===== src/design/pbr_pkg.sv =====
// Shared types, constants and sequencer program for the polynomial bisection root finder.
package pbr_pkg;

   localparam int DATA_W    = 32;
   localparam int ACC_W     = 64;
   localparam int ORDER_W   = 3;
   localparam int CSR_IDX_W = 8;
   localparam int PC_W      = 4;

   // Register indexes on the csr port
   localparam logic [CSR_IDX_W-1:0] REG_POLY_ORDER = 8'd0;
   localparam logic [CSR_IDX_W-1:0] REG_COEF_0     = 8'd1;

   typedef enum logic [1:0] {
      OUT_WIDTH     = 2'd0,
      OUT_NEAR      = 2'd1,
      OUT_ENDPOINT  = 2'd2,
      OUT_NO_CHANGE = 2'd3
   } outcome_type;

   typedef struct packed {
      logic signed [DATA_W-1:0] lower_bound;
      logic signed [DATA_W-1:0] upper_bound;
   } req_type;

   typedef struct packed {
      logic signed [DATA_W-1:0] root;
      outcome_type              outcome;
   } rsp_type;

   typedef logic [PC_W-1:0] pc_type;

   // Datapath operation of one control word
   typedef enum logic [3:0] {
      OP_NOP,
      OP_LOAD,
      OP_SAVE_FA,
      OP_ENDS,
      OP_MIDPOINT,
      OP_UPDATE,
      OP_EMIT,
      OP_INIT,
      OP_MAG,
      OP_MUL_LO,
      OP_MUL_HI,
      OP_SCALE,
      OP_ADD
   } op_type;

   // Sequencing of one control word
   typedef enum logic [3:0] {
      C_NEXT,
      C_JUMP,
      C_CALL,
      C_NO_REQ,
      C_ENDS,
      C_NARROW,
      C_NEAR,
      C_OUT_BUSY,
      C_RET_IF_ZERO,
      C_LOOP_ELSE_RET
   } cond_type;

   typedef struct packed {
      op_type   op;
      cond_type cond;
      pc_type   target;
   } uword_type;

   localparam pc_type PC_IDLE   = 4'd0;
   localparam pc_type PC_LOOP   = 4'd4;
   localparam pc_type PC_FINISH = 4'd8;
   localparam pc_type PC_EVAL   = 4'd10;
   localparam pc_type PC_E_LOOP = 4'd11;

   // Control store
   function automatic uword_type urom(input pc_type pc);
      uword_type w;
      case (pc)
         4'd0:    w = '{OP_LOAD,     C_NO_REQ,        PC_IDLE};   // wait for a bracket
         4'd1:    w = '{OP_NOP,      C_CALL,          PC_EVAL};   // p(lower)
         4'd2:    w = '{OP_SAVE_FA,  C_CALL,          PC_EVAL};   // p(upper)
         4'd3:    w = '{OP_ENDS,     C_ENDS,          PC_FINISH};
         4'd4:    w = '{OP_MIDPOINT, C_NARROW,        PC_FINISH}; // halving loop head
         4'd5:    w = '{OP_NOP,      C_CALL,          PC_EVAL};   // p(mid)
         4'd6:    w = '{OP_UPDATE,   C_NEAR,          PC_FINISH};
         4'd7:    w = '{OP_NOP,      C_JUMP,          PC_LOOP};
         4'd8:    w = '{OP_EMIT,     C_OUT_BUSY,      PC_FINISH};
         4'd9:    w = '{OP_NOP,      C_JUMP,          PC_IDLE};
         4'd10:   w = '{OP_INIT,     C_RET_IF_ZERO,   PC_IDLE};   // Horner entry
         4'd11:   w = '{OP_MAG,      C_NEXT,          PC_IDLE};
         4'd12:   w = '{OP_MUL_LO,   C_NEXT,          PC_IDLE};
         4'd13:   w = '{OP_MUL_HI,   C_NEXT,          PC_IDLE};
         4'd14:   w = '{OP_SCALE,    C_NEXT,          PC_IDLE};
         4'd15:   w = '{OP_ADD,      C_LOOP_ELSE_RET, PC_E_LOOP};
         default: w = '{OP_NOP,      C_JUMP,          PC_IDLE};
      endcase
      return w;
   endfunction

endpackage


===== src/design/polynomial_bisection_root.sv =====
// Bisection root finder for a polynomial of up to MAX_ORDER, run by a microcoded sequencer.
// Each Horner step of an evaluation runs the magnitude, low and high multiply, scale and add
//   steps; a bracket evaluates both ends and, unless an endpoint decides, each midpoint until
//   the width or value test exits. The single shared 32x32 multiplier is used twice per Horner step.
// Throughput: one bracket at a time; the next beat is taken once the result is registered,
//   even while that result still waits on rsp_stall.
// Reset: synchronous, active high; clears the sequencer, output valid and all csr registers.
module polynomial_bisection_root #(
   parameter int MAX_ORDER     = 6,
   parameter int FRACTION_BITS = 16
) (
   input  logic                            clock,
   input  logic                            reset,
   input  logic                            req_valid,
   output logic                            req_stall,
   input  pbr_pkg::req_type                req_data,
   output logic                            rsp_valid,
   input  logic                            rsp_stall,
   output pbr_pkg::rsp_type                rsp_data,
   input  logic                            csr_valid,
   output logic                            csr_ready,
   input  logic [pbr_pkg::CSR_IDX_W-1:0]   csr_index,
   input  logic [pbr_pkg::DATA_W-1:0]      csr_wdata
);
   import pbr_pkg::*;

   localparam int CIDX_W = $clog2(MAX_ORDER + 1);

   // Tolerances, rounded to the nearest step of the fixed-point grid
   localparam logic [ACC_W-1:0] WIDTH_TOL =
      ((64'd1 << FRACTION_BITS) + 64'd500) / 64'd1000;
   localparam logic [ACC_W-1:0] VALUE_TOL =
      ((64'd1 << (2 * FRACTION_BITS)) + 64'd500000) / 64'd1000000;
   localparam logic signed [DATA_W:0] WIDTH_TOL_S = {1'b0, WIDTH_TOL[DATA_W-1:0]};

   localparam logic [ACC_W-1:0] POS_LIMIT = {1'b0, {(ACC_W-1){1'b1}}};
   localparam logic [ACC_W-1:0] NEG_LIMIT = {1'b1, {(ACC_W-1){1'b0}}};

   // Sequencer
   pc_type    pc_ff, pc_in;
   pc_type    ret_ff, ret_in;
   uword_type uw;

   // Configuration
   logic [ORDER_W-1:0]       order_ff;
   logic signed [DATA_W-1:0] coef_ff [MAX_ORDER+1];

   // Datapath
   logic signed [DATA_W-1:0] a_ff, a_in;
   logic signed [DATA_W-1:0] b_ff, b_in;
   logic signed [DATA_W-1:0] x_ff, x_in;
   logic signed [ACC_W-1:0]  fa_ff, fa_in;
   logic signed [ACC_W-1:0]  acc_ff, acc_in;
   logic [ACC_W-1:0]         mag_ff, mag_in;
   logic [DATA_W-1:0]        magx_ff, magx_in;
   logic                     neg_ff, neg_in;
   logic [ACC_W-1:0]         plo_ff, plo_in;
   logic [ACC_W-1:0]         phi_ff, phi_in;
   logic [CIDX_W-1:0]        idx_ff, idx_in;
   logic signed [DATA_W-1:0] res_root_ff, res_root_in;
   outcome_type              res_outcome_ff, res_outcome_in;
   logic                     rsp_valid_ff, rsp_valid_in;
   rsp_type                  rsp_data_ff, rsp_data_in;

   logic                     req_accept;
   logic                     out_free;
   logic [CIDX_W-1:0]        order_n;
   logic [CIDX_W-1:0]        rd_idx;
   logic signed [DATA_W-1:0] coef_rd;
   logic [ACC_W-1:0]         coef_q;
   logic [DATA_W:0]          sum_ab;
   logic signed [DATA_W:0]   width_ab;
   logic signed [DATA_W-1:0] mid;
   logic                     narrow;
   logic [ACC_W-1:0]         acc_mag;
   logic [DATA_W-1:0]        x_mag;
   logic [DATA_W-1:0]        mul_a;
   logic [ACC_W-1:0]         mul_p;
   logic                     hi_over;
   logic [ACC_W-1:0]         s_val;
   logic [ACC_W-1:0]         t_val;
   logic [ACC_W:0]           st_sum;
   logic [ACC_W-1:0]         limit;
   logic [ACC_W-1:0]         scaled_mag;
   logic [ACC_W-1:0]         scaled;
   logic [ACC_W:0]           add_sum;
   logic [ACC_W-1:0]         added;
   logic                     fa_zero;
   logic                     fb_zero;
   logic                     same_sign;
   logic                     ends_decided;
   logic                     near;

   // Handshakes: take a bracket only while parked at the idle step and out of reset
   assign uw         = urom(pc_ff);
   assign req_stall  = reset || (pc_ff != PC_IDLE);
   assign req_accept = req_valid && !req_stall;
   assign out_free   = !rsp_valid_ff || !rsp_stall;
   assign rsp_valid  = rsp_valid_ff;
   assign rsp_data   = rsp_data_ff;
   assign csr_ready  = !reset;

   // Orders above MAX_ORDER behave as MAX_ORDER
   always_comb begin
      if (order_ff > ORDER_W'(MAX_ORDER)) begin
         order_n = CIDX_W'(MAX_ORDER);
      end else begin
         order_n = CIDX_W'(order_ff);
      end
   end

   // One coefficient read port: the top term at entry, the running index otherwise
   assign rd_idx  = (uw.op == OP_INIT) ? order_n : idx_ff;
   assign coef_rd = coef_ff[rd_idx];
   assign coef_q  = {{(ACC_W-DATA_W){coef_rd[DATA_W-1]}}, coef_rd} << FRACTION_BITS;

   // Floored midpoint and bracket width, exact in one extra bit
   assign sum_ab   = {a_ff[DATA_W-1], a_ff} + {b_ff[DATA_W-1], b_ff};
   assign mid      = sum_ab[DATA_W:1];
   assign width_ab = {b_ff[DATA_W-1], b_ff} - {a_ff[DATA_W-1], a_ff};
   assign narrow   = width_ab < WIDTH_TOL_S;

   // Magnitudes; the most negative accumulator maps to 2^63, which still fits
   assign acc_mag = acc_ff[ACC_W-1] ? (~acc_ff + 64'd1) : acc_ff;
   assign x_mag   = x_ff[DATA_W-1] ? (~x_ff + 32'd1) : x_ff;

   // Shared multiplier: low half of |acc| first, high half next
   assign mul_a = (uw.op == OP_MUL_HI) ? mag_ff[ACC_W-1:DATA_W] : mag_ff[DATA_W-1:0];
   assign mul_p = mul_a * magx_ff;

   // Recombine partial products, drop the fraction, clamp to the signed range
   always_comb begin
      hi_over = (phi_ff >> (DATA_W + FRACTION_BITS)) != '0;
      s_val   = phi_ff << (DATA_W - FRACTION_BITS);
      t_val   = plo_ff >> FRACTION_BITS;
      st_sum  = {1'b0, s_val} + {1'b0, t_val};
      limit   = neg_ff ? NEG_LIMIT : POS_LIMIT;
      if (hi_over || st_sum[ACC_W] || (st_sum[ACC_W-1:0] > limit)) begin
         scaled_mag = limit;
      end else begin
         scaled_mag = st_sum[ACC_W-1:0];
      end
      scaled = neg_ff ? (~scaled_mag + 64'd1) : scaled_mag;
   end

   // Saturating add of the next coefficient
   always_comb begin
      add_sum = {acc_ff[ACC_W-1], acc_ff} + {coef_q[ACC_W-1], coef_q};
      if (add_sum[ACC_W] != add_sum[ACC_W-1]) begin
         added = add_sum[ACC_W] ? NEG_LIMIT : POS_LIMIT;
      end else begin
         added = add_sum[ACC_W-1:0];
      end
   end

   // Decisions; acc holds p(upper) at the endpoint test and p(mid) in the loop
   assign fa_zero      = (fa_ff == '0);
   assign fb_zero      = (acc_ff == '0);
   assign same_sign    = !fa_zero && !fb_zero && (fa_ff[ACC_W-1] == acc_ff[ACC_W-1]);
   assign ends_decided = same_sign || fa_zero || fb_zero;
   assign near         = (acc_mag <= VALUE_TOL);

   // Step counter: conditional jumps, one level of call and return for Horner
   always_comb begin
      pc_in  = pc_ff + PC_W'(1);
      ret_in = ret_ff;
      case (uw.cond)
         C_NEXT:     pc_in = pc_ff + PC_W'(1);
         C_JUMP:     pc_in = uw.target;
         C_CALL: begin
            pc_in  = uw.target;
            ret_in = pc_ff + PC_W'(1);
         end
         C_NO_REQ:   if (!req_accept) pc_in = uw.target;
         C_ENDS:     if (ends_decided) pc_in = uw.target;
         C_NARROW:   if (narrow) pc_in = uw.target;
         C_NEAR:     if (near) pc_in = uw.target;
         C_OUT_BUSY: if (!out_free) pc_in = uw.target;
         C_RET_IF_ZERO: begin
            if (order_n == '0) pc_in = ret_ff;
         end
         C_LOOP_ELSE_RET: begin
            pc_in = (idx_ff != '0) ? uw.target : ret_ff;
         end
         default:    pc_in = PC_IDLE;
      endcase
   end

   // Datapath driven by the control word
   always_comb begin
      a_in           = a_ff;
      b_in           = b_ff;
      x_in           = x_ff;
      fa_in          = fa_ff;
      acc_in         = acc_ff;
      mag_in         = mag_ff;
      magx_in        = magx_ff;
      neg_in         = neg_ff;
      plo_in         = plo_ff;
      phi_in         = phi_ff;
      idx_in         = idx_ff;
      res_root_in    = res_root_ff;
      res_outcome_in = res_outcome_ff;
      rsp_data_in    = rsp_data_ff;
      rsp_valid_in   = rsp_valid_ff && rsp_stall;
      case (uw.op)
         OP_NOP: ;
         OP_LOAD: begin
            if (req_accept) begin
               a_in = req_data.lower_bound;
               b_in = req_data.upper_bound;
               x_in = req_data.lower_bound;
            end
         end
         OP_SAVE_FA: begin
            fa_in = acc_ff;
            x_in  = b_ff;
         end
         OP_ENDS: begin
            // Both ends zero returns the lower end
            if (same_sign) begin
               res_root_in    = '0;
               res_outcome_in = OUT_NO_CHANGE;
            end else if (fa_zero) begin
               res_root_in    = a_ff;
               res_outcome_in = OUT_ENDPOINT;
            end else begin
               res_root_in    = b_ff;
               res_outcome_in = OUT_ENDPOINT;
            end
         end
         OP_MIDPOINT: begin
            x_in           = mid;
            res_root_in    = mid;
            res_outcome_in = OUT_WIDTH;
         end
         OP_UPDATE: begin
            if (near) begin
               res_outcome_in = OUT_NEAR;
            end else if (fa_ff[ACC_W-1] != acc_ff[ACC_W-1]) begin
               b_in = x_ff;
            end else begin
               a_in  = x_ff;
               fa_in = acc_ff;
            end
         end
         OP_EMIT: begin
            if (out_free) begin
               rsp_data_in.root    = res_root_ff;
               rsp_data_in.outcome = res_outcome_ff;
               rsp_valid_in        = 1'b1;
            end
         end
         OP_INIT: begin
            acc_in = coef_q;
            idx_in = order_n;
         end
         OP_MAG: begin
            mag_in  = acc_mag;
            magx_in = x_mag;
            neg_in  = acc_ff[ACC_W-1] != x_ff[DATA_W-1];
         end
         OP_MUL_LO: plo_in = mul_p;
         OP_MUL_HI: phi_in = mul_p;
         OP_SCALE: begin
            acc_in = scaled;
            idx_in = idx_ff - CIDX_W'(1);
         end
         OP_ADD:    acc_in = added;
         default: ;
      endcase
   end

   // Control registers
   always_ff @(posedge clock) begin
      if (reset) begin
         pc_ff        <= PC_IDLE;
         ret_ff       <= PC_IDLE;
         rsp_valid_ff <= 1'b0;
      end else begin
         pc_ff        <= pc_in;
         ret_ff       <= ret_in;
         rsp_valid_ff <= rsp_valid_in;
      end
   end

   // Payload registers
   always_ff @(posedge clock) begin
      a_ff           <= a_in;
      b_ff           <= b_in;
      x_ff           <= x_in;
      fa_ff          <= fa_in;
      acc_ff         <= acc_in;
      mag_ff         <= mag_in;
      magx_ff        <= magx_in;
      neg_ff         <= neg_in;
      plo_ff         <= plo_in;
      phi_ff         <= phi_in;
      idx_ff         <= idx_in;
      res_root_ff    <= res_root_in;
      res_outcome_ff <= res_outcome_in;
      rsp_data_ff    <= rsp_data_in;
   end

   // Csr writes; coefficients above MAX_ORDER are never read, so drop them
   always_ff @(posedge clock) begin
      if (reset) begin
         order_ff <= '0;
         for (int i = 0; i <= MAX_ORDER; i++) begin
            coef_ff[i] <= '0;
         end
      end else if (csr_valid && csr_ready) begin
         if (csr_index == REG_POLY_ORDER) begin
            order_ff <= csr_wdata[ORDER_W-1:0];
         end
         for (int i = 0; i <= MAX_ORDER; i++) begin
            if (csr_index == (REG_COEF_0 + CSR_IDX_W'(i))) begin
               coef_ff[i] <= csr_wdata;
            end
         end
      end
   end

endmodule


===== config.mk =====
export PLATFORM = sky130hd
export DESIGN_NAME = polynomial_bisection_root
export DESIGN_NICKNAME = d
export VERILOG_FILES = /design/src/design/pbr_pkg.sv /design/src/design/polynomial_bisection_root.sv
export SDC_FILE = /design/constraint.sdc
export NUM_CORES = 2
export LEC_CHECK = 0
export ABC_CLOCK_PERIOD_IN_PS = 24000
export BUFFER_PORTS_ARGS = -buffer_cell sky130_fd_sc_hd__buf_2
export CAP_MARGIN = 20
export CORE_MARGIN = 2
export CORE_UTILIZATION = 40
export DETAILED_ROUTE_END_ITERATION = 16
export HOLD_SLACK_MARGIN = 0.15
export PLACE_DENSITY = 0.59
export SETUP_SLACK_MARGIN = 0.3
export SYNTH_ARGS = -nofsm -noshare
export SYNTH_HDL_FRONTEND = slang
export SYNTH_SLANG_ARGS = --single-unit

===== constraint.sdc =====
create_clock -name clock -period 24 [get_ports clock]
set_input_delay 2.4 -clock clock [delete_from_list [all_inputs] [get_ports clock]]
set_output_delay 2.4 -clock clock [all_outputs]
set_load 0.01 [all_outputs]

## Yosys cells after proc, flatten, opt, wreduce, memory -nomap -nowiden

Memory sizes are Yosys's and may differ from the RTL's. A register that Yosys moved wholly into a read port is not among the register bits.
Cells that the tools add are included.

| operators by class | value |
|---|---|
| add/sub/neg operators | 9 |
| $mul | 1 |
| order comparisons | 4 |
| equality and inequality tests | 37 |
| mux-type cells | 78 |
| bitwise operators | 10 |
| reduce and logical (&&, ||, !) cells | 40 |

Operators by type and width:

| cell | count |
|---|---|
| 32-bit 2-to-1 mux | 16 |
| 64-bit 2-to-1 mux | 8 |
| 32-bit case mux with 2 select lines | 3 |
| 64-bit case mux with 3 select lines | 1 |
| 64-bit by 48-bit adder with 65-bit output | 2 |
| 64-bit by 1-bit adder with 64-bit output (second input constant) | 2 |
| 64-bit logical NOT | 2 |
| 64-bit inverter | 2 |
| 64-bit case mux with 2 select lines | 1 |
| 32-bit case mux with 3 select lines | 1 |
| 64-bit greater-than comparator | 1 |
| 64-bit by 13-bit less-or-equal comparator with 1-bit output (second input constant) | 1 |
| 32-bit by 32-bit multiplier with 64-bit output | 1 |
| 64-bit nonzero test | 1 |
| 4-bit case mux with 9 select lines | 1 |
| 32-bit by 32-bit adder with 33-bit output | 1 |
| 33-bit by 8-bit < comparator with 1-bit output (second input constant) | 1 |
| 1-bit 2-to-1 mux | 33 |
| 32-bit by 32-bit subtractor with 33-bit output | 1 |
| 32-bit by 1-bit adder with 32-bit output (second input constant) | 1 |
| 4-bit by 3-bit equality test with 1-bit output (second input constant) | 8 |
| 8-bit by 3-bit equality test with 1-bit output (second input constant) | 4 |
| 4-bit 2-to-1 mux | 8 |
| 32-bit inverter | 1 |
| other kinds (30) | 78 |

| word-level totals | value |
|---|---|
| register bits after elaboration | 532 |
| bits in writable memories | 224 |
| bits in read-only memories | 192 |
| input port bits | 109 |
| output and inout bits | 37 |
| word-level logic and storage cells | 201 |
| memories kept | 2 |

Memory list:

| memory | depth | width | rd ports | clocked after Yosys merged registers in | wr ports | line | source |
|---|---|---|---|---|---|---|---|
| coef_ff | 7 | 32 | 1 | 0 | 7 | polynomial_bisection_root.sv:46 | `logic signed [DATA_W-1:0] coef_ff [MAX_ORDER+1];` |
| (name not given) | 16 | 12 | 1 | 1 | 0 | pbr_pkg.sv:79 | `case (pc)` |

## Longest topological paths before layout

| logic depth | value |
|---|---|
| word-level depth | 9 |
| mapped depth | 41 |
| gate-level depth less buffers | 38 |

## Least setup slack after synthesis

Ideal clock, no wire load.

| timing path | value |
|---|---|
| kind | reg-to-reg |
| from | register uw[11] (netlist name) |
| to | register phi_ff[63], data pin |
| setup time | 264 ps |
| arrival | 11006 ps |
| data required time | 23736 ps |
| path slack | 12730 ps |
| stages on the path, launching flop included | 35 |
| buffers on the path | 4 |
| period minus slack after synthesis | 11270 ps |
| path through | dfxtp_1 > clkbuf_1 > nand2b_1 > nor2_1 > clkbuf_1 > mux2_2 > clkbuf_1 > nand2_1 > fa_1 > inv_1 > fa_1 > fa_1 > fa_1 > fa_1 > fa_1 > fa_1 > inv_1 > fa_1 > inv_1 > ha_1 > clkbuf_1 > a21o_1 > a21o_1 > a21oi_1 > o21bai_1 > a21oi_1 > o21ai_0 > a221o_1 > a31o_2 > and3_1 > o211ai_1 > o21bai_1 > a221o_1 > a21oi_1 > xnor2_1 |

| on the way | value |
|---|---|
| cells in the longest elaborated chain, start to end | 3 |

Ends and longest elaborated chain:

| what | line | source |
|---|---|---|
| 4-bit equality test | polynomial_bisection_root.sv:128 | `assign mul_a = (uw.op == OP_MUL_HI) ? mag_ff[ACC_W-1:DATA_W] : mag_ff[DATA_W-1:0];` |
| 32-bit 2-to-1 mux | polynomial_bisection_root.sv:128 |  |
| 32-bit by 32-bit multiplier with 64-bit output | polynomial_bisection_root.sv:129 | `assign mul_p = mul_a * magx_ff;` |
| via mul_p[63] | polynomial_bisection_root.sv:78 | `logic [ACC_W-1:0] mul_p;` |
| to (signal assigned) | polynomial_bisection_root.sv:298 | `phi_ff <= phi_in;` |
| to (decl) | polynomial_bisection_root.sv:58 | `logic [ACC_W-1:0] phi_ff, phi_in;` |

The timed path passes the listed nets, and every way through them passes these cells.
A chain may end at the register's enable or synchronous reset.

## Worst setup path after layout

| timing path | value |
|---|---|
| from | register uw[11] (netlist name) |
| to | register phi_ff[58], data pin |

| on the way | value |
|---|---|
| cells in the longest elaborated chain, start to end | 3 |

Ends and longest elaborated chain:

| what | line |
|---|---|
| 4-bit equality test | polynomial_bisection_root.sv:128 |
| 32-bit 2-to-1 mux | polynomial_bisection_root.sv:128 |
| 32-bit by 32-bit multiplier with 64-bit output | polynomial_bisection_root.sv:129 |
| via mul_p[58] | polynomial_bisection_root.sv:78 |

The timed path passes the listed nets, and every way through them passes these cells.

==> reports/qor_table.md <==
| Group | Metric | This run |
|:---|:---|:---|
| grt | Pin count of the biggest net entering global routing | 136 |
| synth | Part of the Yosys area used for sequential elements | 28.50% |
| grt | Tot GR Track Use | 23.60% |
| sta | Slew @ Worst Pin | 1.088 ns |
| clock network | CTS root buf | sky130_fd_sc_hd__clkbuf_16 |
| cells and area | Sequential cell area in the final layout | 22,340 um^2 |
| worst setup path | Critical path launch point type | flop |
| synth | Mapped Nets | 9,478 |
| sta | Total count of hold-check failures in the final report | 0 |
| route | DRT Wirelength | 233,900 um |
| synth | Combined area of all synthesized cells | 78,390 um^2 |
| sta | Final setup skew | 0.05912 ns |
| cells and area | Fill count | 18,710 |
| synth | Count of state elements after synthesis | 752 |
| clock network | Clock slew at the register clock pins of the worst setup and hold paths | 0.06 ns |
| pwr | Int Power | 2757 uW |
| sta | Slew Limit Fails | 0 |
| clock network | CTS tree | built |
| clock network | Post-cts repair resize count | 0 |
| floorplanning | Die Y-Extent | 446.7 um |
| route | Detail Route Antenna Nets | 0 |
| pwr | Switching Share | 33.79% |
| route | Initial DRC count | 4,848 |
| pwr | Relative contribution of combinational cells to total power | 27.8% |
| cells and area | Util after Layout | 43.37% |
| worst setup path | Highest fanout seen on the critical path | 49 |
| status | Outcome | completed |
| synth | Largest area contributor in the netlist | sky130_fd_sc_hd__edfxtp_1 |
| sta | Setup repair after global routing missed its margin | no |
| worst setup path | Largest stage delay on the critical path | 0.74 ns |
| synth | Ys Warns | 0 |
| pwr | Power share of the sequential group | 40.8% |
| floorplanning | Placeable core area | 194,800 um^2 |
| sta | Final setup violation count | 0 |
| synth | Number of enable flip-flop cells after synthesis | 728 |
| clock network | Number of levels in the clock H-tree | 3 |
| worst setup path | Crit path max-delay family | adder cells |
| floorplanning | Standard-cell row count | 162 |
| worst setup path | Crit end category | flop |
| sta | Tcrit/Tclk final | 47.87% |
| pwr | Share of total power in the clock network | 31.4% |
| place | Final GP Congestion | 0.9104 |
| place | Worst slack at placement | 12.60 ns |
| worst setup path | Crit path DAT | 11.90 ns |
| cells and area | Multi-input combinational cell area | 50,840 um^2 |
| pwr | Power spent charging and discharging nets | 1407 uW |
| place | IO buf count | 145 |
| route | Detailed-route vias per instance | 5.536 |
| sta | Max-slew headroom at the worst pin | 26.53% |
| synth | Per-instance average area after synthesis | 9.815 um^2 |
| sta | Final hold slack | 0.4185 ns |
| synth | Ys flop type | sky130_fd_sc_hd__edfxtp_1 |
| route | Routed wire length per instance | 22.13 um |
| run | Number of maximum-capacitance constraint violations | 0 |
| clock network | Cts bufs inserted | 80 |
| route | DRC violation count after routing | 0 |
| sta | Final-layout setup total negative slack | 0 ns |
| hold path | Type of the worst min-delay path | reg2reg |
| grt | Residual overflow from global routing | 0 |
| worst setup path | Classification of the worst setup path | reg2reg |
| place | Total half-perimeter wirelength after legalization and detailed placement | 177,000 um |
| clock network | Count of clock tree sinks | 752 |
| floorplanning | Die width | 446.7 um |
| sta | FMAX | 0.08704 GHz |
| clock network | Clock Tree Buf Depth | 3 |
| sta | Min Tclk post-route | 11.49 ns |
| pwr | VDD IR-drop max | 76.97 uV |
| cells and area | Finished layout cell area | 84,470 um^2 |
| cells and area | Area growth, synth to finish | 7.767% |
| synth | Netlist cell types | 89 |
| grt | Global-route wire length before repair | 364,000 um |
| grt | Number of antenna violations at the first check in global routing | 4 |
| synth | Most frequently used cell type in the post-synthesis netlist | sky130_fd_sc_hd__inv_1 |
| route | DR vias | 58,510 |
| floorplanning | IO Count | 146 |
| floorplanning | Die outline area | 199,500 um^2 |
| cells and area | Layout cells sized above 1 | 6.762% |
| worst setup path | Buffering stage count on the worst path with inverters included | 4 |
| worst setup path | Required time of the critical path | 24.41 ns |
| clock network | Clock Latency Late Sink | 0.72 ns |
| clock network | # hold bufs at CTS | 0 |
| route | Iteration count of the initial detailed-routing pass | 6 |
| grt | Number of global-route vias before repair | 59,870 |
| pwr | Standby leakage power | 0.03565 uW |
| clock network | Post-CTS repair timing setup buffer count | 0 |
| place | Cell area after placement | 81,690 um^2 |
| synth | Cells after synthesis | 7,986 |
| synth | Yosys top cell area share | 27.89% |
| synth | Top post-synthesis cells by count | sky130_fd_sc_hd__inv_1, sky130_fd_sc_hd__nand2_1, sky130_fd_sc_hd__fa_1 |
| worst setup path | Critical-path top delay cell | sky130_fd_sc_hd__mux2_2 |
| synth | Largest cells by area after synthesis | sky130_fd_sc_hd__edfxtp_1, sky130_fd_sc_hd__fa_1, sky130_fd_sc_hd__ha_1, sky130_fd_sc_hd__and2_1, sky130_fd_sc_hd__inv_1 |
| worst setup path | CP dominant cell by count | sky130_fd_sc_hd__fa_1 |
| pwr | Power per Cell Area | 49.29 nW/um^2 |
| synth | Share of synthesized flip-flops with an asynchronous set or reset | 0% |
| sta | Setup slack after layout | 12.51 ns |
| cells and area | # nets final | 9,372 |
| floorplanning | Starting Density | 40.24% |
==> routing by layer <==
layer | GRT usage (%) | vias to the layer above | wire [um]
li1 | - | 26520 | -
met1 | 33.38 | 29870 | 104900
met2 | 38.41 | 1853 | 109500
met3 | 2.793 | 259 | 14010
met4 | 6.064 | 6 | 5388
met5 | 0 | - | 34
==> power by group through the flow <==
stage	logic, uW	registers (uW)	clock network, uW
after floorplan	835	1680	0
after global placement	1130	1720	0
after detailed placement	1140	1720	0
after CTS	1150	1700	1330
after global routing	1280	1710	1380
final	1160	1700	1310
==> cell usage in the layout, fill, tap and decap left out, types with 18 or more instances in the layout <==
cell type / instances
sky130_fd_sc_hd__dfxtp_1: 24
sky130_fd_sc_hd__or3_1: 51
sky130_fd_sc_hd__nand2_1: 936
sky130_fd_sc_hd__o41ai_1: 18
sky130_fd_sc_hd__buf_2: 145
sky130_fd_sc_hd__o211ai_1: 35
sky130_fd_sc_hd__edfxtp_1: 728
sky130_fd_sc_hd__o22ai_1: 57
sky130_fd_sc_hd__inv_1: 1009
sky130_fd_sc_hd__o21a_1: 37
sky130_fd_sc_hd__a21o_1: 140
sky130_fd_sc_hd__mux2i_1: 93
sky130_fd_sc_hd__or4_1: 33
sky130_fd_sc_hd__mux4_2: 32
sky130_fd_sc_hd__nand4_1: 67
sky130_fd_sc_hd__nand3_1: 92
sky130_fd_sc_hd__a211oi_1: 33
sky130_fd_sc_hd__xor2_1: 74
sky130_fd_sc_hd__and2_1: 796
sky130_fd_sc_hd__nor3_1: 89
sky130_fd_sc_hd__buf_4: 92
sky130_fd_sc_hd__a221o_1: 27
sky130_fd_sc_hd__o21ai_0: 296
sky130_fd_sc_hd__clkbuf_16: 80
sky130_fd_sc_hd__ha_1: 483
sky130_fd_sc_hd__nand2b_1: 48
sky130_fd_sc_hd__or2_2: 41
sky130_fd_sc_hd__a31oi_1: 35
sky130_fd_sc_hd__nor2_1: 274
sky130_fd_sc_hd__o31ai_1: 41
sky130_fd_sc_hd__nor4_1: 65
sky130_fd_sc_hd__a21oi_1: 342
sky130_fd_sc_hd__fa_1: 900
sky130_fd_sc_hd__o21bai_1: 39
sky130_fd_sc_hd__xnor2_1: 217
sky130_fd_sc_hd__and3_1: 35
sky130_fd_sc_hd__nor2b_1: 57
sky130_fd_sc_hd__mux2_2: 41
==> worst paths after layout <==
path,startpoint,endpoint,slack [ns],cells past startpoint
max,uw[11],phi_ff[58],12.51,31
min reg2reg,res_root_ff[24],rsp_data[26],0.42,0
max reg2reg,uw[11],phi_ff[58],12.51,31
min,res_root_ff[24],rsp_data[26],0.42,0
==> area by class of cell <==
cell class / count / share of cell area [%]
Antenna cell: 3 / 0.008887
Clock buffer: 93 / 2.428
Clock inverter: 51 / 0.8265
Inverter: 1010 / 4.488
Multi-Input combinational cell: 5796 / 60.18
Sequential cell: 752 / 26.45
Tap cell: 2624 / 3.887
Timing Repair Buffer: 240 / 1.730
==> cells by family (layout without fill, tap and decap cells) <==
| family | after synthesis | after routing | synth area share (%) |
|---|---|---|---|
| adders and majority gates | 1383 | 1383 | 30.70 |
| and+or+nand+nor | 2673 | 2673 | 17.40 |
| AOI/OAI and AO/OA | 1280 | 1280 | 10.50 |
| buffers and inverters | 1438 | 1394 | 6.912 |
| other | 0 | 3 | 0 |
| muxes | 169 | 169 | 2.734 |
| xor gates and xnor gates | 291 | 291 | 3.251 |
| DFF | 752 | 752 | 28.50 |
==> state kept, by name, indices dropped and copies added, names as in the netlist, 3 cells and up <==
name         flops
b_ff            32
magx_ff         32
acc_ff          64
a_ff            32
plo_ff          48
res_root_ff     32
pc_ff            4
x_ff            32
order_ff         3
uw              12
fa_ff           64
phi_ff          64
mag_ff          64
ret_ff           4
idx_ff           3
coef_ff        224
rsp_data        34
==> metrics by stage <==
| step | std cells | total power (uW) |
|---|---|---|
| 2_1_floorplan | 7986 | 2518 |
| 3_3_place_gp | 10420 | 2854 |
| 3_5_place_dp | 10420 | 2865 |
| 4_1_cts | 10560 | 4181 |
| 5_1_grt | 10570 | 4366 |
| 6_report | 10570 | 4164 |
Note: power is estimated with default switching activity, not from simulation.
